[src/rtl/core/gll_pkg.sv]
// Shared types, constants and saturation helpers for the glyph line layout core.
// Depends on nothing; every other file of the block refers to it by scoped names.
package gll_pkg;

  // Item kinds carried in the mode field.
  typedef enum logic [1:0] {
    MODE_START = 2'd0,
    MODE_TEXT  = 2'd1,
    MODE_LOAD  = 2'd2,
    MODE_NONE  = 2'd3
  } mode_e;

  // Configuration register indexes.
  typedef enum logic [1:0] {
    CFG_FONT_IS_SANS  = 2'd0,
    CFG_TEXT_SIZE     = 2'd1,
    CFG_ADVANCE_SCALE = 2'd2,
    CFG_WRAP_WIDTH    = 2'd3
  } cfg_reg_e;

  localparam int unsigned GLYPH_SLOTS_DEF = 128;
  localparam int unsigned CFG_IDX_W       = 2;

  // Field widths.
  localparam int unsigned POS_W   = 24;
  localparam int unsigned SIZE_W  = 16;
  localparam int unsigned ADV_W   = 16;
  localparam int unsigned SCALE_W = 16;
  localparam int unsigned CP_W    = 7;
  localparam int unsigned COLOR_W = 32;
  // Scaled advance: Q8.8 times Q4.12 gives Q.20, shifted down to Q.6.
  localparam int unsigned ADV_SHIFT = 14;
  localparam int unsigned SADV_W    = ADV_W + SCALE_W - ADV_SHIFT;

  // Character codes.
  localparam logic [CP_W-1:0] CP_FIRST    = 7'd32;
  localparam logic [CP_W-1:0] CP_LAST     = 7'd126;
  localparam logic [CP_W-1:0] CP_NEWLINE  = 7'h0A;
  localparam logic [CP_W-1:0] CP_QUESTION = 7'h3F;

  localparam logic [POS_W-1:0] UMAX24 = 24'hFF_FFFF;
  localparam logic signed [POS_W-1:0] SMAX24 = 24'sh7F_FFFF;
  localparam logic signed [POS_W-1:0] SMIN24 = 24'sh80_0000;

  // Configuration register file contents.
  typedef struct packed {
    logic               font_is_sans;
    logic [SIZE_W-1:0]  text_size;
    logic [SCALE_W-1:0] advance_scale;
    logic [POS_W-1:0]   wrap_width;
  } cfg_regs_t;

  // One accepted item after the glyph table lookup.
  typedef struct packed {
    mode_e                   mode;
    logic [7:0]              data_byte;
    logic signed [POS_W-1:0] origin_x;
    logic signed [POS_W-1:0] origin_y;
    logic [COLOR_W-1:0]      text_color;
    logic [ADV_W-1:0]        advance;
    logic                    present;
  } item_t;

  // Unsigned saturation of a 25-bit sum to 24 bits.
  function automatic logic [POS_W-1:0] usat24(input logic [POS_W:0] v);
    return v[POS_W] ? UMAX24 : v[POS_W-1:0];
  endfunction

  // Signed saturation of a 26-bit sum to 24 bits.
  function automatic logic signed [POS_W-1:0] ssat24(input logic signed [POS_W+1:0] v);
    logic signed [POS_W+1:0] hi;
    logic signed [POS_W+1:0] lo;
    hi = {{2{SMAX24[POS_W-1]}}, SMAX24};
    lo = {{2{SMIN24[POS_W-1]}}, SMIN24};
    if (v > hi) return SMAX24;
    if (v < lo) return SMIN24;
    return v[POS_W-1:0];
  endfunction

endpackage

[src/rtl/core/gll_in_if.sv]
// Input channel of the glyph line layout core: valid, ready and one item.
// Depends on gll_pkg for field widths.
interface gll_in_if;
  logic                             valid;
  logic                             ready;
  logic [1:0]                       mode;
  logic [7:0]                       data_byte;
  logic signed [gll_pkg::POS_W-1:0] origin_x;
  logic signed [gll_pkg::POS_W-1:0] origin_y;
  logic [gll_pkg::COLOR_W-1:0]      text_color;
  logic [6:0]                       glyph_index;
  logic [gll_pkg::ADV_W-1:0]        glyph_advance;
  logic                             glyph_present;

  modport source (output valid, mode, data_byte, origin_x, origin_y, text_color,
                  glyph_index, glyph_advance, glyph_present, input ready);
  modport sink (input valid, mode, data_byte, origin_x, origin_y, text_color,
                glyph_index, glyph_advance, glyph_present, output ready);
endinterface

[src/rtl/core/gll_out_if.sv]
// Result channel of the glyph line layout core: valid, ready and one result.
// Depends on gll_pkg for field widths.
interface gll_out_if;
  logic                             valid;
  logic                             ready;
  logic                             placed;
  logic signed [gll_pkg::POS_W-1:0] pos_x;
  logic signed [gll_pkg::POS_W-1:0] pos_y;
  logic [gll_pkg::CP_W-1:0]         codepoint;
  logic [gll_pkg::COLOR_W-1:0]      glyph_color;
  logic [gll_pkg::POS_W-1:0]        extent_width;
  logic [gll_pkg::POS_W-1:0]        extent_height;

  modport source (output valid, placed, pos_x, pos_y, codepoint, glyph_color,
                  extent_width, extent_height, input ready);
  modport sink (input valid, placed, pos_x, pos_y, codepoint, glyph_color,
                extent_width, extent_height, output ready);
endinterface

[src/rtl/core/gll_cfg_if.sv]
// Configuration write channel of the glyph line layout core.
// Depends on gll_pkg for the index width.
interface gll_cfg_if;
  logic                           valid;
  logic                           ready;
  logic [gll_pkg::CFG_IDX_W-1:0]  index;
  logic [31:0]                    data;

  modport source (output valid, index, data, input ready);
  modport sink (input valid, index, data, output ready);
endinterface

[src/rtl/core/gll_glyph_store.sv]
// Input register stage with the glyph advance memory and the present bits.
// Depends on gll_pkg and gll_in_if.
module gll_glyph_store #(
  parameter int unsigned GLYPH_SLOTS = gll_pkg::GLYPH_SLOTS_DEF
) (
  input  logic             clk,
  input  logic             rst_n,
  gll_in_if.sink           in_bus,
  input  logic             s1_take,
  output logic             s1_valid,
  output gll_pkg::item_t   s1_item
);

  localparam int unsigned IDX_W = $clog2(GLYPH_SLOTS);

  logic [gll_pkg::ADV_W-1:0] adv_mem [GLYPH_SLOTS];
  logic [GLYPH_SLOTS-1:0]    present_r;
  logic [GLYPH_SLOTS-1:0]    present_nxt;
  logic                      s1_valid_r;
  logic                      s1_valid_nxt;
  gll_pkg::item_t            item_r;
  logic                      accept;
  logic                      wr_en;
  logic                      rd_in_range;
  logic [IDX_W-1:0]          wr_idx;
  logic [IDX_W-1:0]          rd_idx;
  logic [gll_pkg::CP_W-1:0]  rd_cp;

  // The stage takes a new transaction when it is empty or being drained.
  assign in_bus.ready = !s1_valid_r || s1_take;
  assign accept       = in_bus.valid && in_bus.ready;

  // Table addresses: loads use the given index, text bytes their codepoint less CP_FIRST.
  assign wr_idx      = IDX_W'(in_bus.glyph_index);
  assign wr_en       = accept && (in_bus.mode == gll_pkg::MODE_LOAD) &&
                       (32'(in_bus.glyph_index) < GLYPH_SLOTS);
  assign rd_cp       = in_bus.data_byte[7] ? gll_pkg::CP_QUESTION : in_bus.data_byte[6:0];
  assign rd_idx      = IDX_W'(rd_cp - gll_pkg::CP_FIRST);
  assign rd_in_range = 32'(rd_idx) < GLYPH_SLOTS;

  // Present bits are cleared by reset.
  always_comb begin
    present_nxt = present_r;
    if (wr_en) begin
      present_nxt[wr_idx] = in_bus.glyph_present;
    end
  end

  // Stage occupancy.
  always_comb begin
    s1_valid_nxt = s1_valid_r;
    if (accept) begin
      s1_valid_nxt = 1'b1;
    end else if (s1_take) begin
      s1_valid_nxt = 1'b0;
    end
  end

  always_ff @(posedge clk) begin
    if (!rst_n) begin
      present_r  <= '0;
      s1_valid_r <= 1'b0;
    end else begin
      present_r  <= present_nxt;
      s1_valid_r <= s1_valid_nxt;
    end
  end

  // Advance memory with one write port and one registered read port, and the
  // item payload with the present bit looked up for it.
  always_ff @(posedge clk) begin
    if (wr_en) begin
      adv_mem[wr_idx] <= in_bus.glyph_advance;
    end
    if (accept) begin
      item_r.mode       <= gll_pkg::mode_e'(in_bus.mode);
      item_r.data_byte  <= in_bus.data_byte;
      item_r.origin_x   <= in_bus.origin_x;
      item_r.origin_y   <= in_bus.origin_y;
      item_r.text_color <= in_bus.text_color;
      item_r.present    <= rd_in_range ? present_r[rd_idx] : 1'b0;
      if (rd_in_range) begin
        item_r.advance <= adv_mem[rd_idx];
      end
    end
  end

  assign s1_valid = s1_valid_r;
  assign s1_item  = item_r;

endmodule

[src/rtl/core/gll_layout_step.sv]
// Layout state, per-byte decode, wrap and placement, and the result register.
// Depends on gll_pkg and gll_out_if.
module gll_layout_step (
  input  logic               clk,
  input  logic               rst_n,
  input  gll_pkg::cfg_regs_t cfg,
  input  logic               s1_valid,
  input  gll_pkg::item_t     s1_item,
  output logic               s1_take,
  gll_out_if.source          out_bus
);

  localparam int unsigned W = gll_pkg::POS_W;

  // Layout state.
  logic signed [W-1:0]  start_x_r, start_x_nxt;
  logic signed [W-1:0]  start_y_r, start_y_nxt;
  logic [W-1:0]         line_width_r, line_width_nxt;
  logic [W-1:0]         widest_r, widest_nxt;
  logic [W-1:0]         line_off_r, line_off_nxt;
  logic                 skip_r, skip_nxt;
  logic [gll_pkg::COLOR_W-1:0] color_r, color_nxt;

  // Result register.
  logic                 out_valid_r, out_valid_nxt;
  logic                 placed_r;
  logic signed [W-1:0]  pos_x_r, pos_y_r;
  logic [gll_pkg::CP_W-1:0] cp_r;
  logic [gll_pkg::COLOR_W-1:0] ocolor_r;
  logic [W-1:0]         ext_w_r, ext_h_r;

  // Datapath.
  logic                 out_free;
  logic                 produce;
  logic [gll_pkg::CP_W-1:0] cp_dec;
  logic                 is_cont;
  logic                 glyph_ok;
  logic                 wrap_hit;
  logic                 close_line;
  logic                 place;
  logic [gll_pkg::ADV_W+gll_pkg::SCALE_W-1:0] product;
  logic [gll_pkg::SADV_W-1:0] adv;
  logic [gll_pkg::SIZE_W:0]   step;
  logic [W-1:0]         lw_eff, off_eff, widest_eff, lw_new;
  logic signed [W-1:0]  px, py;
  logic [W-1:0]         ext_w, ext_h;

  assign out_free = !out_valid_r || out_bus.ready;
  assign s1_take  = s1_valid && ((s1_item.mode != gll_pkg::MODE_TEXT) || out_free);
  assign produce  = s1_take && (s1_item.mode == gll_pkg::MODE_TEXT);

  // Byte decode: non-ASCII bytes become a question mark.
  assign cp_dec   = s1_item.data_byte[7] ? gll_pkg::CP_QUESTION : s1_item.data_byte[6:0];
  assign is_cont  = skip_r && (s1_item.data_byte[7:6] == 2'b10);
  assign glyph_ok = cfg.font_is_sans && (cp_dec >= gll_pkg::CP_FIRST) &&
                    (cp_dec <= gll_pkg::CP_LAST) && s1_item.present;

  // Scaled advance, truncated to Q.6.
  assign product = s1_item.advance * cfg.advance_scale;
  assign adv     = product[gll_pkg::ADV_W+gll_pkg::SCALE_W-1:gll_pkg::ADV_SHIFT];
  assign step    = {1'b0, cfg.text_size} + {3'b000, cfg.text_size[gll_pkg::SIZE_W-1:2]};

  // Greedy wrap: the glyph would pass the wrap width on a non-empty line.
  assign wrap_hit = (cfg.wrap_width != '0) && (line_width_r != '0) &&
                    (({1'b0, line_width_r} + (W+1)'(adv)) > {1'b0, cfg.wrap_width});
  assign close_line = !is_cont && ((cp_dec == gll_pkg::CP_NEWLINE) || (glyph_ok && wrap_hit));
  assign place      = !is_cont && (cp_dec != gll_pkg::CP_NEWLINE) && glyph_ok;

  // Line state after an optional line close, then after placement.
  always_comb begin
    lw_eff     = line_width_r;
    off_eff    = line_off_r;
    widest_eff = widest_r;
    if (close_line) begin
      widest_eff = (line_width_r > widest_r) ? line_width_r : widest_r;
      lw_eff     = '0;
      off_eff    = gll_pkg::usat24({1'b0, line_off_r} + (W+1)'(step));
    end
    lw_new = place ? gll_pkg::usat24({1'b0, lw_eff} + (W+1)'(adv)) : lw_eff;
  end

  // Pen position and extents for the result.
  assign px    = gll_pkg::ssat24({{2{start_x_r[W-1]}}, start_x_r} + {2'b00, lw_eff});
  assign py    = gll_pkg::ssat24({{2{start_y_r[W-1]}}, start_y_r} + {2'b00, off_eff});
  assign ext_w = (lw_new > widest_eff) ? lw_new : widest_eff;
  assign ext_h = gll_pkg::usat24((W+1)'(cfg.text_size) + {1'b0, off_eff});

  // State update for the transaction leaving the input stage.
  always_comb begin
    start_x_nxt    = start_x_r;
    start_y_nxt    = start_y_r;
    line_width_nxt = line_width_r;
    widest_nxt     = widest_r;
    line_off_nxt   = line_off_r;
    skip_nxt       = skip_r;
    color_nxt      = color_r;
    if (s1_take) begin
      unique case (s1_item.mode)
        gll_pkg::MODE_START: begin
          start_x_nxt    = s1_item.origin_x;
          start_y_nxt    = s1_item.origin_y;
          color_nxt      = s1_item.text_color;
          line_width_nxt = '0;
          widest_nxt     = '0;
          line_off_nxt   = '0;
          skip_nxt       = 1'b0;
        end
        gll_pkg::MODE_TEXT: begin
          if (!is_cont) begin
            skip_nxt = s1_item.data_byte[7];
          end
          line_width_nxt = lw_new;
          widest_nxt     = widest_eff;
          line_off_nxt   = off_eff;
        end
        gll_pkg::MODE_LOAD, gll_pkg::MODE_NONE: begin
        end
        default: begin
        end
      endcase
    end
  end

  // Result register occupancy.
  always_comb begin
    out_valid_nxt = out_valid_r;
    if (produce) begin
      out_valid_nxt = 1'b1;
    end else if (out_bus.ready) begin
      out_valid_nxt = 1'b0;
    end
  end

  always_ff @(posedge clk) begin
    if (!rst_n) begin
      start_x_r    <= '0;
      start_y_r    <= '0;
      line_width_r <= '0;
      widest_r     <= '0;
      line_off_r   <= '0;
      skip_r       <= 1'b0;
      color_r      <= '0;
      out_valid_r  <= 1'b0;
    end else begin
      start_x_r    <= start_x_nxt;
      start_y_r    <= start_y_nxt;
      line_width_r <= line_width_nxt;
      widest_r     <= widest_nxt;
      line_off_r   <= line_off_nxt;
      skip_r       <= skip_nxt;
      color_r      <= color_nxt;
      out_valid_r  <= out_valid_nxt;
    end
  end

  // Result payload.
  always_ff @(posedge clk) begin
    if (produce) begin
      placed_r <= place;
      pos_x_r  <= place ? px : '0;
      pos_y_r  <= place ? py : '0;
      cp_r     <= place ? cp_dec : '0;
      ocolor_r <= color_r;
      ext_w_r  <= ext_w;
      ext_h_r  <= ext_h;
    end
  end

  assign out_bus.valid         = out_valid_r;
  assign out_bus.placed        = placed_r;
  assign out_bus.pos_x         = pos_x_r;
  assign out_bus.pos_y         = pos_y_r;
  assign out_bus.codepoint     = cp_r;
  assign out_bus.glyph_color   = ocolor_r;
  assign out_bus.extent_width  = ext_w_r;
  assign out_bus.extent_height = ext_h_r;

endmodule

[src/rtl/core/glyph_line_layout_core.sv]
// Top level of the glyph line layout core: configuration registers and stages.
// Depends on gll_pkg, the three channel interfaces, gll_glyph_store, gll_layout_step.
//
//   channel   direction  carries
//   in_bus    sink       start, text byte or glyph table load
//   out_bus   source     one result per text byte
//   cfg_bus   sink       register index and write data
//
// Two register stages: the input stage holds an item with its table lookup,
// then one pass of logic updates the layout state and fills the result register.
// One item per cycle, but a text byte waits in the input stage while the result is stalled.
// Start and load items give no result and never wait on the result channel.
// Reset is synchronous, active low; the present bits clear at once with it.
module glyph_line_layout_core #(
  parameter int unsigned GLYPH_SLOTS = gll_pkg::GLYPH_SLOTS_DEF
) (
  input  logic      clk,
  input  logic      rst_n,
  gll_in_if.sink    in_bus,
  gll_out_if.source out_bus,
  gll_cfg_if.sink   cfg_bus
);

  gll_pkg::cfg_regs_t cfg_r, cfg_nxt;
  logic               s1_valid;
  logic               s1_take;
  gll_pkg::item_t     s1_item;

  // Configuration writes are always taken.
  assign cfg_bus.ready = 1'b1;

  always_comb begin
    cfg_nxt = cfg_r;
    if (cfg_bus.valid) begin
      unique case (gll_pkg::cfg_reg_e'(cfg_bus.index))
        gll_pkg::CFG_FONT_IS_SANS:  cfg_nxt.font_is_sans  = cfg_bus.data[0];
        gll_pkg::CFG_TEXT_SIZE:     cfg_nxt.text_size     = cfg_bus.data[15:0];
        gll_pkg::CFG_ADVANCE_SCALE: cfg_nxt.advance_scale = cfg_bus.data[15:0];
        gll_pkg::CFG_WRAP_WIDTH:    cfg_nxt.wrap_width    = cfg_bus.data[23:0];
        default: begin
        end
      endcase
    end
  end

  always_ff @(posedge clk) begin
    if (!rst_n) begin
      cfg_r.font_is_sans  <= 1'b1;
      cfg_r.text_size     <= 16'd1024;
      cfg_r.advance_scale <= 16'd4096;
      cfg_r.wrap_width    <= '0;
    end else begin
      cfg_r <= cfg_nxt;
    end
  end

  gll_glyph_store #(
    .GLYPH_SLOTS (GLYPH_SLOTS)
  ) u_store (
    .clk      (clk),
    .rst_n    (rst_n),
    .in_bus   (in_bus),
    .s1_take  (s1_take),
    .s1_valid (s1_valid),
    .s1_item  (s1_item)
  );

  gll_layout_step u_step (
    .clk      (clk),
    .rst_n    (rst_n),
    .cfg      (cfg_r),
    .s1_valid (s1_valid),
    .s1_item  (s1_item),
    .s1_take  (s1_take),
    .out_bus  (out_bus)
  );

  // A result without a placed glyph carries no position and no codepoint.
  assert property (@(posedge clk) disable iff (!rst_n)
    out_bus.valid && !out_bus.placed |->
      out_bus.codepoint == '0 && out_bus.pos_x == '0 && out_bus.pos_y == '0)
    else $error("unplaced result carries position or codepoint");

  // A placed glyph is always a printable codepoint.
  assert property (@(posedge clk) disable iff (!rst_n)
    out_bus.valid && out_bus.placed |->
      out_bus.codepoint >= gll_pkg::CP_FIRST && out_bus.codepoint <= gll_pkg::CP_LAST)
    else $error("placed codepoint outside printable range");

  // The input stage is only drained when it holds a transaction.
  assert property (@(posedge clk) disable iff (!rst_n)
    s1_take |-> s1_valid)
    else $error("input stage drained while empty");

  // A text byte leaving the input stage shows up as a result in the following cycle.
  assert property (@(posedge clk) disable iff (!rst_n)
    s1_take && s1_item.mode == gll_pkg::MODE_TEXT |=> out_bus.valid)
    else $error("text byte produced no result");

endmodule

[src/flat_wrapper.sv]
// flat-port wrapper written by rule: the top's interface ports become plain ports
module glyph_line_layout_core_flat 
#(
  parameter int unsigned GLYPH_SLOTS = gll_pkg::GLYPH_SLOTS_DEF
)
  (clk, rst_n, in_bus_valid, in_bus_mode, in_bus_data_byte, in_bus_origin_x, in_bus_origin_y, in_bus_text_color, in_bus_glyph_index, in_bus_glyph_advance, in_bus_glyph_present, in_bus_ready, out_bus_valid, out_bus_placed, out_bus_pos_x, out_bus_pos_y, out_bus_codepoint, out_bus_glyph_color, out_bus_extent_width, out_bus_extent_height, out_bus_ready, cfg_bus_valid, cfg_bus_index, cfg_bus_data, cfg_bus_ready);
  gll_in_if in_bus_i ();
  gll_out_if out_bus_i ();
  gll_cfg_if cfg_bus_i ();
  input  logic clk;
  input  logic rst_n;
  input wire logic [$bits(in_bus_i.valid)-1:0] in_bus_valid;
  input wire logic [$bits(in_bus_i.mode)-1:0] in_bus_mode;
  input wire logic [$bits(in_bus_i.data_byte)-1:0] in_bus_data_byte;
  input wire logic [$bits(in_bus_i.origin_x)-1:0] in_bus_origin_x;
  input wire logic [$bits(in_bus_i.origin_y)-1:0] in_bus_origin_y;
  input wire logic [$bits(in_bus_i.text_color)-1:0] in_bus_text_color;
  input wire logic [$bits(in_bus_i.glyph_index)-1:0] in_bus_glyph_index;
  input wire logic [$bits(in_bus_i.glyph_advance)-1:0] in_bus_glyph_advance;
  input wire logic [$bits(in_bus_i.glyph_present)-1:0] in_bus_glyph_present;
  output wire logic [$bits(in_bus_i.ready)-1:0] in_bus_ready;
  output wire logic [$bits(out_bus_i.valid)-1:0] out_bus_valid;
  output wire logic [$bits(out_bus_i.placed)-1:0] out_bus_placed;
  output wire logic [$bits(out_bus_i.pos_x)-1:0] out_bus_pos_x;
  output wire logic [$bits(out_bus_i.pos_y)-1:0] out_bus_pos_y;
  output wire logic [$bits(out_bus_i.codepoint)-1:0] out_bus_codepoint;
  output wire logic [$bits(out_bus_i.glyph_color)-1:0] out_bus_glyph_color;
  output wire logic [$bits(out_bus_i.extent_width)-1:0] out_bus_extent_width;
  output wire logic [$bits(out_bus_i.extent_height)-1:0] out_bus_extent_height;
  input wire logic [$bits(out_bus_i.ready)-1:0] out_bus_ready;
  input wire logic [$bits(cfg_bus_i.valid)-1:0] cfg_bus_valid;
  input wire logic [$bits(cfg_bus_i.index)-1:0] cfg_bus_index;
  input wire logic [$bits(cfg_bus_i.data)-1:0] cfg_bus_data;
  output wire logic [$bits(cfg_bus_i.ready)-1:0] cfg_bus_ready;
  assign in_bus_i.valid = in_bus_valid;
  assign in_bus_i.mode = in_bus_mode;
  assign in_bus_i.data_byte = in_bus_data_byte;
  assign in_bus_i.origin_x = in_bus_origin_x;
  assign in_bus_i.origin_y = in_bus_origin_y;
  assign in_bus_i.text_color = in_bus_text_color;
  assign in_bus_i.glyph_index = in_bus_glyph_index;
  assign in_bus_i.glyph_advance = in_bus_glyph_advance;
  assign in_bus_i.glyph_present = in_bus_glyph_present;
  assign in_bus_ready = in_bus_i.ready;
  assign out_bus_valid = out_bus_i.valid;
  assign out_bus_placed = out_bus_i.placed;
  assign out_bus_pos_x = out_bus_i.pos_x;
  assign out_bus_pos_y = out_bus_i.pos_y;
  assign out_bus_codepoint = out_bus_i.codepoint;
  assign out_bus_glyph_color = out_bus_i.glyph_color;
  assign out_bus_extent_width = out_bus_i.extent_width;
  assign out_bus_extent_height = out_bus_i.extent_height;
  assign out_bus_i.ready = out_bus_ready;
  assign cfg_bus_i.valid = cfg_bus_valid;
  assign cfg_bus_i.index = cfg_bus_index;
  assign cfg_bus_i.data = cfg_bus_data;
  assign cfg_bus_ready = cfg_bus_i.ready;
  glyph_line_layout_core #(.GLYPH_SLOTS(GLYPH_SLOTS)) u_core (.clk(clk), .rst_n(rst_n), .in_bus(in_bus_i), .out_bus(out_bus_i), .cfg_bus(cfg_bus_i));
endmodule
[config.mk]
export PLATFORM = sky130hd
export DESIGN_NAME = glyph_line_layout_core_flat
export DESIGN_NICKNAME = d
export VERILOG_FILES = /design/src/rtl/core/gll_pkg.sv /design/src/rtl/core/gll_in_if.sv /design/src/rtl/core/gll_out_if.sv /design/src/rtl/core/gll_cfg_if.sv /design/src/rtl/core/gll_glyph_store.sv /design/src/rtl/core/gll_layout_step.sv /design/src/rtl/core/glyph_line_layout_core.sv /design/src/flat_wrapper.sv
export SDC_FILE = /design/constraint.sdc
export NUM_CORES = 2
export LEC_CHECK = 0
export BUFFER_PORTS_ARGS = -buffer_cell sky130_fd_sc_hd__buf_2
export CAP_MARGIN = 20
export CORE_AREA = 2 2 602 664
export CTS_BUF_LIST = sky130_fd_sc_hd__clkbuf_4 sky130_fd_sc_hd__clkbuf_8 sky130_fd_sc_hd__clkbuf_16
export CTS_CLUSTER_DIAMETER = 60
export DETAILED_ROUTE_END_ITERATION = 8
export DIE_AREA = 0 0 604 666
export GPL_TIMING_DRIVEN = 0
export PLACE_DENSITY = 0.56
export SLEW_MARGIN = 10
export SYNTH_ARGS = -nofsm -noshare
export SYNTH_HDL_FRONTEND = slang
export SYNTH_SLANG_ARGS = --single-unit
[constraint.sdc]
create_clock -name clk -period 16.7 [get_ports clk]
set_clock_uncertainty 0.1 [all_clocks]
set_input_delay 0.835 -clock clk [delete_from_list [all_inputs] [get_ports clk]]
set_output_delay 0.835 -clock clk [all_outputs]
set_load 0.03 [all_outputs]
==> qor.txt <==
VDD IR max = 0.1265 mV
synthesis-to-layout area growth = 20.84%
leak pwr = 48.76 nW
Worst Setup End Kind = flop
Port Buffers = 280
Worst Hold Class = input pin to flop
final-report hold violation count = 0
die width = 604 um
Total Wirelength = 497600 um
number of library cell types mapped by synthesis = 96
CTS tree = yes
fin nets = 10090
number of global-route vias before repair = 81370
Final ANT Viol Nets = 0
initial core utilization = 29.85%
outcome = finished, final reports clean
Yosys warning count = 0
die area = 402300 um^2
layout cells sized above 1 = 19.57%
kind of critical path = flop to flop
crit path from = u_core.cfg_r[28]$_SDFFE_PN0P_
syn avg cell area = 13.84 um^2
max cap viols = 0
FMAX = 62.46 MHz
commonest non-fill, non-tap cell in the layout = edfxtp_1
Top FF cell, synth = edfxtp_1
synthesized area = 118200 um^2
# placed instances = 14270
Required @ worst endpoint = 17.27 ns
P per Cell Area = 111.9 nW/um^2
Seq/Total Area, Yosys = 63.94%
vias per std cell = 5.557
clock-pin slew on the worst setup and hold paths = 0.06 ns
Register Area = 75640 um^2
fin crit share = 95.87%
crit path max-delay cell type = fa_1
hold path depth = 1
Arr. time, crit path = 16.58 ns
cells after synthesis = 8543
GRT Resource Usage Total = 24.06%
CTS Buf Count = 305
final setup fails = 0
CTS sink cnt = 2631
largest net degree at the start of global routing = 81
Max FO, Critical Path = 10
Worst R2R Setup Slack = 0.69 ns
FF-to-FF End = u_core.u_step.out_bus.extent_width[5]$_DFFE_PP_
first-pass GRT wire length = 670900 um
total vias in the final route = 83110
Setup WS pre-CTS = -4.582 ns
placed cell area = 130800 um^2
clock latency on the worst-skew pair = 0.97 ns
Slew Viols, Final = 0
Routability Congestion = 1.011
CTS max path bufs = 4
fin cells = 14960
IO Pins = 292
post-route cell area = 142900 um^2
Post-DP HPWL = 366600 um
WHS = 0.06114 ns
initial drt markers = 11700
Yosys reg bits = 2631
EDFF count, synth = 2291
grt total ovfl = 0
H-Tree Depth = 5
core area = 396200 um^2
Mapped Nets = 9199
clock root cell = clkbuf_16
Filler cells = 37750
most frequent cells in the layout = edfxtp_1 (2291), nand2_1 (984), a21oi_1 (504)
worst stage delay on the critical path = 0.53 ns
ys async rst share = 0%
Startpoint Class = flop
worst slew pin tran = 1.357 ns
Critical path destination = u_core.u_step.out_bus.extent_width[5]$_DFFE_PP_
setup ws final = 0.6897 ns
Pre-Repair DR Iteration Count = 9
Die H = 666 um
Rows = 243
min Tclk post-route = 16.01 ns
R2R depth = 70
DR DRC count = 0
Max-slew headroom = 9.123%
reg2reg start = u_core.cfg_r[28]$_SDFFE_PN0P_
multi-input combinational cell area = 40690 um^2
initial antenna violation count = 60
routed length per instance = 33.27 um
cells in the mapped netlist (all sizes together) (102+ instances only):
library cell / count / area, um^2
o221ai: 180 / 1577
o21ai: 340 / 1717
nand3: 123 / 615.6
nor3: 137 / 690.7
clkbuf: 432 / 1622
fa: 213 / 4264
a21oi: 528 / 2680
and2: 192 / 1201
buf: 102 / 415.4
ha: 290 / 3628
o22ai: 169 / 1070
mux2: 202 / 2275
dfxtp: 340 / 6807
mux4: 289 / 6509
nor2: 376 / 1414
edfxtp: 2291 / 68800
inv: 355 / 1333
nand2: 984 / 3694
layer usage:
layer / global-route usage (%) / vias to the layer above / part of all wire, %
met5: 0 / - / 0.048
met1: 29.73 / 42550 / 37
met2: 38.31 / 5141 / 46
li1: - / 34120 / -
met4: 15.27 / 38 / 7.5
met3: 5.112 / 1256 / 9.5
worst min path at each step:
| stage | from | to | slack [ns] |
|---|---|---|---|
| floorplan | u_core.u_step.color_r[0]$_SDFFE_PN0P_ | u_core.u_step.out_bus.glyph_color[0]$_DFFE_PP_ | 0.31 |
| global placement | u_core.u_step.color_r[29]$_SDFFE_PN0P_ | u_core.u_step.out_bus.glyph_color[29]$_DFFE_PP_ | 0.31 |
| detailed placement | u_core.u_step.color_r[29]$_SDFFE_PN0P_ | u_core.u_step.out_bus.glyph_color[29]$_DFFE_PP_ | 0.32 |
| CTS | in_bus_text_color[24] | u_core.u_store.s1_item[41]$_DFFE_PP_ | 0.00006 |
| global route | in_bus_text_color[24] | u_core.u_store.s1_item[41]$_DFFE_PP_ | 0.02 |
| finish | in_bus_text_color[24] | u_core.u_store.s1_item[41]$_DFFE_PP_ | 0.06 |
registers in the layout, indices dropped and copies added, names as in the netlist, 32 cells and up:
name,count
u_core.cfg_r,57
u_core.u_step.out_bus.glyph_color,32
u_core.u_step.color_r,32
u_core.u_store.present_r,128
u_core.u_store.s1_item,107
u_core.u_store.adv_mem,2048
per-stage QoR:
stage                     utilization [%]  setup TNS, ns  total power [mW]
after floorplan                         -              0             8.295
after global placement              31.86        -168.67             9.124
after detailed placement            33.02        -180.67             9.181
after CTS                           35.91       -0.02368             15.95
after global routing                36.06       -0.01491             16.38
final                               36.07              0             15.99
timing repair:
action                     CTS  global route
setup endpoints to repair  112            69
hold buffers                73             0
pin swaps                    8             7
gates resized for setup    138            90
setup buffers               22            18
hold endpoints to repair    73             0
final cells by class:
cell class	count	area share (%)
flip-flops and latches	2631	52.93
multi-input cells	5023	28.47
clock buffers	373	5.787
well taps	5267	4.612
repair buffers	585	4.333
plain buffers	530	1.588
clock inverters	168	1.304
inverters	355	0.9325
diodes	23	0.04028
critical path, delay by kind of cell, from the launching register on:
family                   cells  cell delay (ns)
buffers and inverters       14             2.00
AND/OR/NAND/NOR             15             1.97
XOR/XNOR                     1             0.17
multiplexers                 1             0.42
adder cells (fa/ha/maj)     11             4.59
AO/OA/AOI/OAI               28             6.06
flip-flops                   1             0.38
kinds of logic after synthesis:
| group | synth area share, % |
|---|---|
| XOR/XNOR | 0.9502 |
| flip-flops | 63.94 |
| other | 0.003171 |
| buffers and inverters | 2.850 |
| AO/OA/AOI/OAI | 9.830 |
| AND/OR/NAND/NOR | 7.707 |
| adder cells (fa/ha/maj) | 6.711 |
| multiplexers | 8.012 |
where the power goes:
group	total, mW	internal, mW	switching (mW)
clock	6.78	3.94	2.85
sequential	7.22	7.19	0.0352
combinational	1.99	0.626	1.36
Power figures use the tool's default switching activity.
